**config.mk**
```make
export PLATFORM = sky130hd
export DESIGN_NAME = calendar_date_to_epoch_seconds_top
export DESIGN_NICKNAME = d
export VERILOG_FILES = /design/src/rtl/core/cdes_pkg.sv /design/src/rtl/core/cdes_day_count.sv /design/src/rtl/core/calendar_date_to_epoch_seconds_top.sv
export SDC_FILE = /design/constraint.sdc
export NUM_CORES = 1
export LEC_CHECK = 0
export BUFFER_PORTS_ARGS = -buffer_cell sky130_fd_sc_hd__clkbuf_2
export CAP_MARGIN = 20
export CORE_ASPECT_RATIO = 1.1
export CORE_MARGIN = 3
export CORE_UTILIZATION = 61
export CTS_BUF_LIST = sky130_fd_sc_hd__clkbuf_8
export DETAILED_ROUTE_END_ITERATION = 6
export GPL_TIMING_DRIVEN = 1
export PLACE_DENSITY_LB_ADDON = 0.12
export SLEW_MARGIN = 20
export SYNTH_ARGS = -nofsm -noshare
export SYNTH_HDL_FRONTEND = slang
export SYNTH_SLANG_ARGS = --single-unit
```
**constraint.sdc**
```tcl
create_clock -name clk -period 13.5 [get_ports clk]
set_input_delay 2.7 -clock clk [delete_from_list [all_inputs] [get_ports clk]]
set_output_delay 2.7 -clock clk [all_outputs]
set_load 0.02 [all_outputs]
```
**src/rtl/core/cdes_pkg.sv**
```systemverilog
// Shared types, constants and the month offset table for the date to seconds pipeline.
package cdes_pkg;

  localparam int unsigned YearLow   = 70;
  localparam int unsigned YearHigh  = 120;
  localparam int unsigned DaysWidth = 16;

  localparam logic [7:0] YEAR_LOW  = 8'(YearLow);
  localparam logic [7:0] YEAR_HIGH = 8'(YearHigh);

  // Day count since 1970-01-01 plus the range flag, handed from the day stage.
  typedef struct packed {
    logic signed [DaysWidth-1:0] days;
    logic                        oor;
  } cdes_day_t;

  // Days before month m = month_index + 1, from (m * 3057 - 3007) / 100.
  // Indexes 12..15 run on past December.
  function automatic logic [8:0] days_before_month(input logic [3:0] mon);
    logic [8:0] r;
    case (mon)
      4'd0:    r = 9'd0;
      4'd1:    r = 9'd31;
      4'd2:    r = 9'd61;
      4'd3:    r = 9'd92;
      4'd4:    r = 9'd122;
      4'd5:    r = 9'd153;
      4'd6:    r = 9'd183;
      4'd7:    r = 9'd214;
      4'd8:    r = 9'd245;
      4'd9:    r = 9'd275;
      4'd10:   r = 9'd306;
      4'd11:   r = 9'd336;
      4'd12:   r = 9'd367;
      4'd13:   r = 9'd397;
      4'd14:   r = 9'd428;
      default: r = 9'd459;
    endcase
    return r;
  endfunction

endpackage

```
**src/rtl/core/cdes_day_count.sv**
```systemverilog
// Day number since 1970-01-01 from year, month and day of month.
module cdes_day_count import cdes_pkg::*; (
  input  logic [7:0] year_since_1900,
  input  logic [3:0] month_index,
  input  logic [4:0] day_of_month,
  output cdes_day_t  day
);

  logic [5:0]                  yrs;      // whole years since 1970
  logic [6:0]                  yrs_p1;
  logic                        leap;
  logic [1:0]                  adj;
  logic signed [DaysWidth-1:0] sum;

  always_comb begin
    yrs    = 6'(year_since_1900 - YEAR_LOW);
    yrs_p1 = {1'b0, yrs} + 7'd1;
    // Within 1970..2020 the century rules never bite: 2000 is leap anyway.
    leap   = (year_since_1900[1:0] == 2'b00);
    if (month_index >= 4'd2) begin
      adj = leap ? 2'd1 : 2'd2;
    end else begin
      adj = 2'd0;
    end
    sum = $signed(DaysWidth'(yrs) * DaysWidth'(365))
        + $signed(DaysWidth'(yrs_p1[6:2]))              // leap days passed
        + $signed(DaysWidth'(days_before_month(month_index)))
        + $signed(DaysWidth'(day_of_month))
        - $signed(DaysWidth'(adj))
        - $signed(DaysWidth'(1));
    day.days = sum;
    day.oor  = (year_since_1900 < YEAR_LOW) || (year_since_1900 > YEAR_HIGH);
  end

endmodule

```
**src/rtl/core/calendar_date_to_epoch_seconds_top.sv**
```systemverilog
// Top level: four stage pipeline converting a broken-down date and time to epoch seconds.
//
// Converts one date and time per clock to seconds since 1970-01-01 00:00:00 whenever
// out_stall lets the pipeline move. The stages are: day count (year, month table and
// day), days * 24 + hour, hours * 60 + minute, and minutes * 60 + second with
// clamping, the last being the output register. Each stage holds its own valid bit
// and moves on whenever the stage after it is empty or moving, so bubbles close up
// and in_stall rises only once every stage is full and out_stall is high. Years
// outside 70..120 (1970..2020) give year_out_of_range = 1 and epoch_seconds = 0. Day
// of month is not checked against the month; a negative total (day 0 early on
// 1970-01-01) clamps to zero.
module calendar_date_to_epoch_seconds_top import cdes_pkg::*; (
  input  logic        clk,
  input  logic        rst,
  input  logic        in_valid,
  output logic        in_stall,
  input  logic [7:0]  year_since_1900,
  input  logic [3:0]  month_index,
  input  logic [4:0]  day_of_month,
  input  logic [4:0]  hour_of_day,
  input  logic [5:0]  minute_of_hour,
  input  logic [5:0]  second_of_minute,
  output logic        out_valid,
  input  logic        out_stall,
  output logic [30:0] epoch_seconds,
  output logic        year_out_of_range
);

  // Stage A: days
  logic                        va;
  logic signed [DaysWidth-1:0] a_days;
  logic [4:0]                  a_hr;
  logic [5:0]                  a_mi;
  logic [5:0]                  a_se;
  logic                        a_oor;
  // Stage B: hours
  logic                        vb;
  logic signed [20:0]          b_hours;
  logic [5:0]                  b_mi;
  logic [5:0]                  b_se;
  logic                        b_oor;
  // Stage C: minutes
  logic                        vc;
  logic signed [26:0]          c_mins;
  logic [5:0]                  c_se;
  logic                        c_oor;

  logic adv_a, adv_b, adv_c, adv_d;

  cdes_day_t          day;
  logic signed [20:0] b_hours_next;
  logic signed [26:0] c_mins_next;
  logic signed [32:0] secs;

  // Advance chain: a stage may load when it is empty or its content moves on.
  always_comb begin
    adv_d    = !out_valid || !out_stall;
    adv_c    = !vc || adv_d;
    adv_b    = !vb || adv_c;
    adv_a    = !va || adv_b;
    in_stall = !adv_a;
  end

  cdes_day_count u_day (
    .year_since_1900 (year_since_1900),
    .month_index     (month_index),
    .day_of_month    (day_of_month),
    .day             (day)
  );

  always_comb begin
    b_hours_next = 21'(a_days) * 21'sd24 + $signed({16'd0, a_hr});
    c_mins_next  = 27'(b_hours) * 27'sd60 + $signed({21'd0, b_mi});
    secs         = 33'(c_mins) * 33'sd60 + $signed({27'd0, c_se});
  end

  // Valid bits
  always_ff @(posedge clk) begin
    if (rst) begin
      va        <= 1'b0;
      vb        <= 1'b0;
      vc        <= 1'b0;
      out_valid <= 1'b0;
    end else begin
      if (adv_a) va        <= in_valid;
      if (adv_b) vb        <= va;
      if (adv_c) vc        <= vb;
      if (adv_d) out_valid <= vc;
    end
  end

  // Payload, no reset
  always_ff @(posedge clk) begin
    if (adv_a) begin
      a_days <= day.days;
      a_oor  <= day.oor;
      a_hr   <= hour_of_day;
      a_mi   <= minute_of_hour;
      a_se   <= second_of_minute;
    end
    if (adv_b) begin
      b_hours <= b_hours_next;
      b_mi    <= a_mi;
      b_se    <= a_se;
      b_oor   <= a_oor;
    end
    if (adv_c) begin
      c_mins <= c_mins_next;
      c_se   <= b_se;
      c_oor  <= b_oor;
    end
    if (adv_d) begin
      // out-of-range year or negative total both give zero
      if (c_oor || secs[32]) begin
        epoch_seconds <= '0;
      end else begin
        epoch_seconds <= secs[30:0];
      end
      year_out_of_range <= c_oor;
    end
  end

  // Checks
  a_oor_zero: assert property (@(posedge clk) disable iff (rst)
    out_valid && year_out_of_range |-> epoch_seconds == '0)
    else $error("out-of-range year with non-zero seconds");

  a_stall_full: assert property (@(posedge clk) disable iff (rst)
    in_stall |-> va && vb && vc && out_valid && out_stall)
    else $error("input stalled while pipeline has room");

  a_hold_a: assert property (@(posedge clk) disable iff (rst)
    va && !adv_b |=> va && $stable(a_days) && $stable(a_oor))
    else $error("stage A lost or changed a held item");

endmodule

```
==> results of run 1 <==
sequential cells by signal, summed over array words and instances, names as in the netlist:
name               cells
b_mi                   6
a_hr                   5
epoch_seconds         31
a_days                16
b_oor                  1
vc                     1
c_mins                27
vb                     1
b_se                   6
year_out_of_range      1
c_se                   6
c_oor                  1
out_valid              1
a_se                   6
a_mi                   6
b_hours               21
va                     1
a_oor                  1
final cells by class:
cell class / instances / area, sq um / share of cell area (%)
flip-flops and latches: 138 / 4100 / 25.2
repair buffers: 76 / 393 / 2.41
well taps: 310 / 388 / 2.38
clock buffers: 17 / 234 / 1.44
clock inverters: 15 / 136 / 0.837
inverters: 297 / 1110 / 6.84
multi-input cells: 1095 / 9920 / 60.9
per-layer routing:
metal  wire length [um]  global-route usage (%)  vias up
met5                  0                       0        -
li1                   -                       -     5450
met3                611                    2.87       40
met4                538                    5.94        0
met1              10600                    22.6     4983
met2              14500                    38.9      154
cells in the final DEF (no fill, tap or decap), types with 8 or more instances in the layout:
master | netlist | layout
ha_1 | 206 | 206
clkbuf_8 | 0 | 17
fa_1 | 120 | 120
nor2b_1 | 20 | 20
xnor2_1 | 79 | 79
clkbuf_2 | 0 | 71
nand3_1 | 23 | 23
nor2_1 | 71 | 71
o21a_1 | 20 | 20
edfxtp_1 | 134 | 134
and3_1 | 8 | 8
a211oi_1 | 8 | 8
a21oi_1 | 100 | 100
or3_1 | 11 | 11
o21ai_0 | 45 | 45
o211ai_1 | 15 | 15
nand2b_1 | 10 | 10
nand2_1 | 78 | 78
nor3_1 | 28 | 28
nand4_1 | 21 | 21
and2_1 | 11 | 11
inv_1 | 297 | 298
a21o_1 | 26 | 26
xor2_1 | 59 | 59
critical path, delay by kind of cell:
family / cells / cell delay, ns
xor+xnor: 1 / 0.76
buf+inv: 6 / 0.61
fa+ha+maj: 5 / 2.24
simple gates: 2 / 0.73
compound gates: 8 / 1.44
per-stage QoR:
| step | setup WS, ns | hold WS (ns) | instance area, sq um | instances | util [%] |
|---|---|---|---|---|---|
| 6_report | 5.34 | 0.419 | 16300 | 1948 | 66.4 |
| 5_1_grt | 4.86 | 0.427 | 16300 | 1948 | 66.4 |
| 4_1_cts | 5.29 | 0.419 | 16300 | 1948 | 66.4 |
| 3_5_place_dp | 4.82 | 0.405 | 15900 | 1916 | 64.8 |
| 3_3_place_gp | 4.97 | 0.402 | 15900 | 1916 | 64.8 |
| 2_1_floorplan | 5.57 | 0.400 | 15200 | 1550 | - |
logic make-up after synthesis:
group,synth area share [%]
flip-flops,26.9
adder cells (fa/ha/maj),32.7
AO/OA/AOI/OAI,12.5
multiplexers,0.756
buffers and inverters,7.95
AND/OR/NAND/NOR,11.3
XOR/XNOR,7.93
worst max path at each step:
stage | start | endpoint | slack [ns]
3_3_place_gp | year_since_1900[1] | a_days[15] | 4.97
5_1_grt | year_since_1900[1] | a_days[15] | 4.86
2_1_floorplan | month_index[1] | a_days[15] | 5.57
4_1_cts | year_since_1900[1] | a_days[15] | 5.29
6_report | year_since_1900[1] | a_days[15] | 5.34
3_5_place_dp | year_since_1900[1] | a_days[15] | 4.82
==> impl_metrics.json, run 1 <==
{
  "clockBufferDepth": 2,
  "grt_max_degree": 36,
  "cp_max_fo": 8,
  "crit_chain": "clkbuf_2 > a21oi_1 > xor2_1 > inv_1 > ha_1 > inv_1 > fa_1 > inv_1 > fa_1 > inv_1 > fa_1 > inv_1 > ha_1 > o21ai_0 > a21boi_0 > o21ai_0 > a21boi_0 > o21ai_0 > a21o_1 > a31oi_1 > or4b_2 > nand4b_1",
  "drc": 0,
  "yosys.area.top_type": "edfxtp_1",
  "firstDrtPassIters": 4,
  "rows": 60,
  "synth-seq-cells": 138,
  "hold_violations": 0,
  "io_buffers": 71,
  "reg2regPathDepth": 17,
  "num_antenna_cells": 0,
  "synth_top_area_share_pct": 26.4,
  "cts_resized": 0,
  "num_vias": 10600,
  "r2r-start": "c_mins[2]",
  "cp_data_required_time_ns": 13.82,
  "status": "finished clean",
  "hold_path_depth": 0,
  "tritoncts": "done",
  "core-area_sq_mm": 0.0245,
  "die_height_um": 172,
  "syn_to_final_growth_pct": 6.92,
  "worstHoldPathType": "flip-flop to flip-flop",
  "holdBufCountCts": 0,
  "synthesis.area_sq_mm": 0.0152,
  "worstHoldStart": "a_se[4]",
  "cp-start-kind": "input port",
  "maxSlewViolCount": 0,
  "clock.fmax_ghz": 0.123,
  "critical_path_class": "input port to flip-flop",
  "final.min_clock_period_ns": 8.16,
  "dpl.hpwl_mm": 22.1,
  "avgRoutedWirePerCell_um": 13.5,
  "fin_crit_sh_pct": 60.5,
  "cts_buffers": 17,
  "post_cts_buffers": 0,
  "synth_area_leaders": "edfxtp_1 26%, ha_1 17%, fa_1 16%",
  "synth_warnings": 0,
  "grt_overflow_total": 0,
  "routed_wl_mm": 26.3,
  "tns_ns": 0,
  "root_buffer": "clkbuf_8",
  "cap_viol_max_count": 0,
  "nNetsFinal": 1989,
  "start_util_pct": 62.1,
  "nFillCells": 1952,
  "cts_num_sinks": 138,
  "synth_flop_cell": "edfxtp_1",
  "ff2ff_setup_slack_ns": 7.00,
  "rsz0062_at_grt": "false",
  "crit_top_cell": "inv_1",
  "grt_use_total_pct": 20.0,
  "synth_edf_count": 134,
  "postRouteAntennaNets": 0,
  "async_flop_share_pct": 0,
  "clock_skew_ns": 0.0158,
  "drt-initial-drc-count": 371,
  "avgSynthCellArea_sq_um": 9.83,
  "ys_types": 72,
  "grt_pass1_vias": 10400,
  "ys_top_cells_by_count": "297 x inv_1, 206 x ha_1, 134 x edfxtp_1",
  "hold_path_end": "b_se[4]",
  "slowest_delay_ns": 0.76,
  "critPathArrivalTime_ns": 8.48,
  "via_per_inst": 5.46,
  "drive_above_1_share_pct": 8.06,
  "grt_pass1_wl_mm": 44.6,
  "antenna_found_initial": 0,
  "place.gp.congestion": 0.874,
  "r2r_end": "epoch_seconds[28]",
  "report.final.setup_viol": 0,
  "die_w_um": 157,
  "io-pin-count": 72,
  "synth_nets": 1914,
  "tightest_slew_ns": 1.05,
  "ys_seq_area_share_pct": 26.9,
  "dieArea_sq_mm": 0.0269,
  "slowest_stage": "xor2_1",
  "clkLatencyLatePin_ns": 0.46,
  "syn-instance-count": 1550,
  "h-tree-depth": 4,
  "clk_transition_reported_paths_ns": 0.10,
  "yosysMostFrequentCell": "inv_1",
  "slew_headroom_pct": 30.1,
  "end_kind": "flip-flop"
}
Power of run 1 is left out: the tool's default activity adds up to more than one toggle a clock period on the data nets, which glitch-free logic cannot reach.
==> run 2: changes to the inputs <==
- ABC_AREA: not set -> 1
- clock period: 13.5 -> 8.2 ns (I/O delays scaled with it)
==> run 2 against run 1 <==
The run now ends with DRC left. Clock skew grew 0.013 ns. Critical path depth grew 5. Area after synthesis grew 8.6%. Sequential cell count is the same. Register-to-register slack lost 3.9 ns. Hold slack lost 0.0089 ns. Utilization grew 0.90 points. Global-route usage grew 4.2 points. Via count grew 22%. First-iteration DRC count grew 44%. Sequential share of layout area shrank 2.1 points. Clock-buffer cell count is the same.
==> impl_metrics.json, run 2 <==
{
  "grt_use_total_pct": 24.3,
  "clockBufferDepth": 2,
  "grt_max_degree": 36,
  "drive_above_1_share_pct": 8.71,
  "core-area_sq_mm": 0.0264,
  "die_height_um": 179,
  "seq_area_sq_mm": 0.00410,
  "clk_transition_reported_paths_ns": 0.11,
  "firstDrtPassIters": 7,
  "multiInputGateArea_sq_mm": 0.0105,
  "hold_violations": 0,
  "nFillCells": 2297,
  "synth_flop_cell": "edfxtp_1",
  "holdBufCountCts": 0,
  "routed_wl_mm": 33.3,
  "rows": 62,
  "nNetsFinal": 2533,
  "rsz0062_at_grt": "false",
  "maxSlewViolCount": 0,
  "grt_pass1_vias": 13100,
  "worstHoldStart": "a_mi[1]",
  "path_buf_inv": 7,
  "fin_crit_sh_pct": 81.5,
  "synth_edf_count": 134,
  "grt_pass1_wl_mm": 57.8,
  "cap_viol_max_count": 0,
  "largest_reg_flops": 31,
  "cp_data_required_time_ns": 8.41,
  "io-pin-count": 72,
  "ys_types": 46,
  "r2r-start": "c_mins[0]",
  "slew_headroom_pct": 26.7,
  "clock_skew_ns": 0.0285,
  "cp_max_fo": 6,
  "syn-instance-count": 2080,
  "drc": 2,
  "drt-initial-drc-count": 536,
  "io_buffers": 71,
  "reg_top3": "epoch_seconds (31), c_mins (27), b_hours (21)",
  "die_w_um": 163,
  "layout_common_cells": "490 x inv_1, 478 x nand2_1, 206 x ha_1",
  "clkLatencyLatePin_ns": 0.46,
  "post_cts_buffers": 0,
  "hold_path_depth": 0,
  "num_vias": 12900,
  "tightest_slew_ns": 1.09,
  "slowest_stage": "fa_1",
  "final.min_clock_period_ns": 6.68,
  "worstHoldPathType": "flip-flop to flip-flop",
  "critical_path_class": "input port to flip-flop",
  "ff2ff_setup_slack_ns": 3.11,
  "start_util_pct": 62.7,
  "top_register": "epoch_seconds",
  "fin_util_pct": 67.2,
  "dpl.hpwl_mm": 28.6,
  "end_kind": "flip-flop",
  "cts_buffers": 17,
  "antenna_found_initial": 0,
  "avgSynthCellArea_sq_um": 7.96,
  "syn_to_final_growth_pct": 7.19,
  "synth_top_area_share_pct": 24.3,
  "report.final.setup_viol": 0,
  "h-tree-depth": 4,
  "cts_num_sinks": 138,
  "r2r_end": "epoch_seconds[1]",
  "reg2regPathDepth": 22,
  "async_flop_share_pct": 0,
  "critPathArrivalTime_ns": 6.89,
  "synth_warnings": 0,
  "grt_overflow_total": 0,
  "synthesis.area_sq_mm": 0.0165,
  "tritoncts": "done",
  "avgRoutedWirePerCell_um": 13.1,
  "cp-start-kind": "input port",
  "crit_family": "adder cells",
  "root_buffer": "clkbuf_8",
  "ys_seq_area_share_pct": 24.8,
  "num_antenna_cells": 0,
  "failed_checks": "DRC",
  "clock.fmax_ghz": 0.150,
  "synth_nets": 2444,
  "yosysMostFrequentCell": "inv_1",
  "cts_resized": 0,
  "postRouteAntennaNets": 0,
  "slowest_delay_ns": 0.53,
  "status": "finished, violations left",
  "dieArea_sq_mm": 0.0291,
  "hold_path_end": "b_mi[1]",
  "ys_top_cells_by_count": "490 x inv_1, 478 x nand2_1, 206 x ha_1",
  "tns_ns": 0,
  "yosys.area.top_type": "edfxtp_1",
  "via_per_inst": 5.10,
  "synth-seq-cells": 138,
  "final_common_cell": "inv_1",
  "synth_area_leaders": "edfxtp_1 24%, ha_1 16%, fa_1 15%",
  "place.gp.congestion": 0.948
}
-- run 2: cell types whose count changed in the layout (fill, tap and decap cells not counted), sizes merged, moves of 20 or more --
cell and change:
nor2b -20, nor2 +104, nand3 +94, inv +200
a21o -21, nand2 +413, a21oi -20, xnor2 -40
-- run 2: worst max path at each step --
stage,slack [ns],startpoint,end,depth (start not counted)
floorplan,1.68,month_index[1],a_days[13],26
global placement,1.22,month_index[1],a_days[13],27
detailed placement,1.06,month_index[1],a_days[13],27
CTS,1.54,month_index[1],a_days[13],27
global route,1.21,month_index[1],a_days[13],27
finish,1.52,month_index[1],a_days[13],27
-- run 2: cells by family after synthesis --
kind of cell	after synthesis	synth area share, %
AO/OA/AOI/OAI	146	4.92
XOR/XNOR	112	6.06
adder cells (fa/ha/maj)	326	30.1
buffers and inverters	506	11.7
flip-flops	138	24.8
AND/OR/NAND/NOR	852	22.5
-- run 2: layout make-up --
cell class                      count  area share (%)
Sequential cell                   138            23.1
Inverter                          501            10.6
Tap cell                          352            2.48
Clock buffer                       17            1.32
Timing Repair Buffer               75            2.17
Multi-Input combinational cell   1436            59.3
Clock inverter                     15            1.01
-- run 2: stage by stage --
step	hold slack, ns	instance area [sq um]	std cells	worst slack, ns
2_1_floorplan	0.400	16500	2080	1.68
3_3_place_gp	0.400	17300	2502	1.22
3_5_place_dp	0.405	17300	2502	1.06
4_1_cts	0.415	17700	2534	1.54
5_1_grt	0.433	17700	2534	1.21
6_report	0.410	17700	2534	1.52
-- run 2: metal layers --
| layer | track usage [%] | part of all wire (%) | vias to the layer above | wire, um |
|---|---|---|---|---|
| li1 | - | - | 6672 | - |
| met1 | 26.5 | 40 | 5963 | 13200 |
| met2 | 47.7 | 54 | 210 | 18100 |
| met3 | 2.63 | 2.3 | 77 | 763 |
| met4 | 9.38 | 3.8 | 0 | 1260 |
| met5 | 0 | 0 | - | 0 |
Power of run 2 is left out for the same reason.
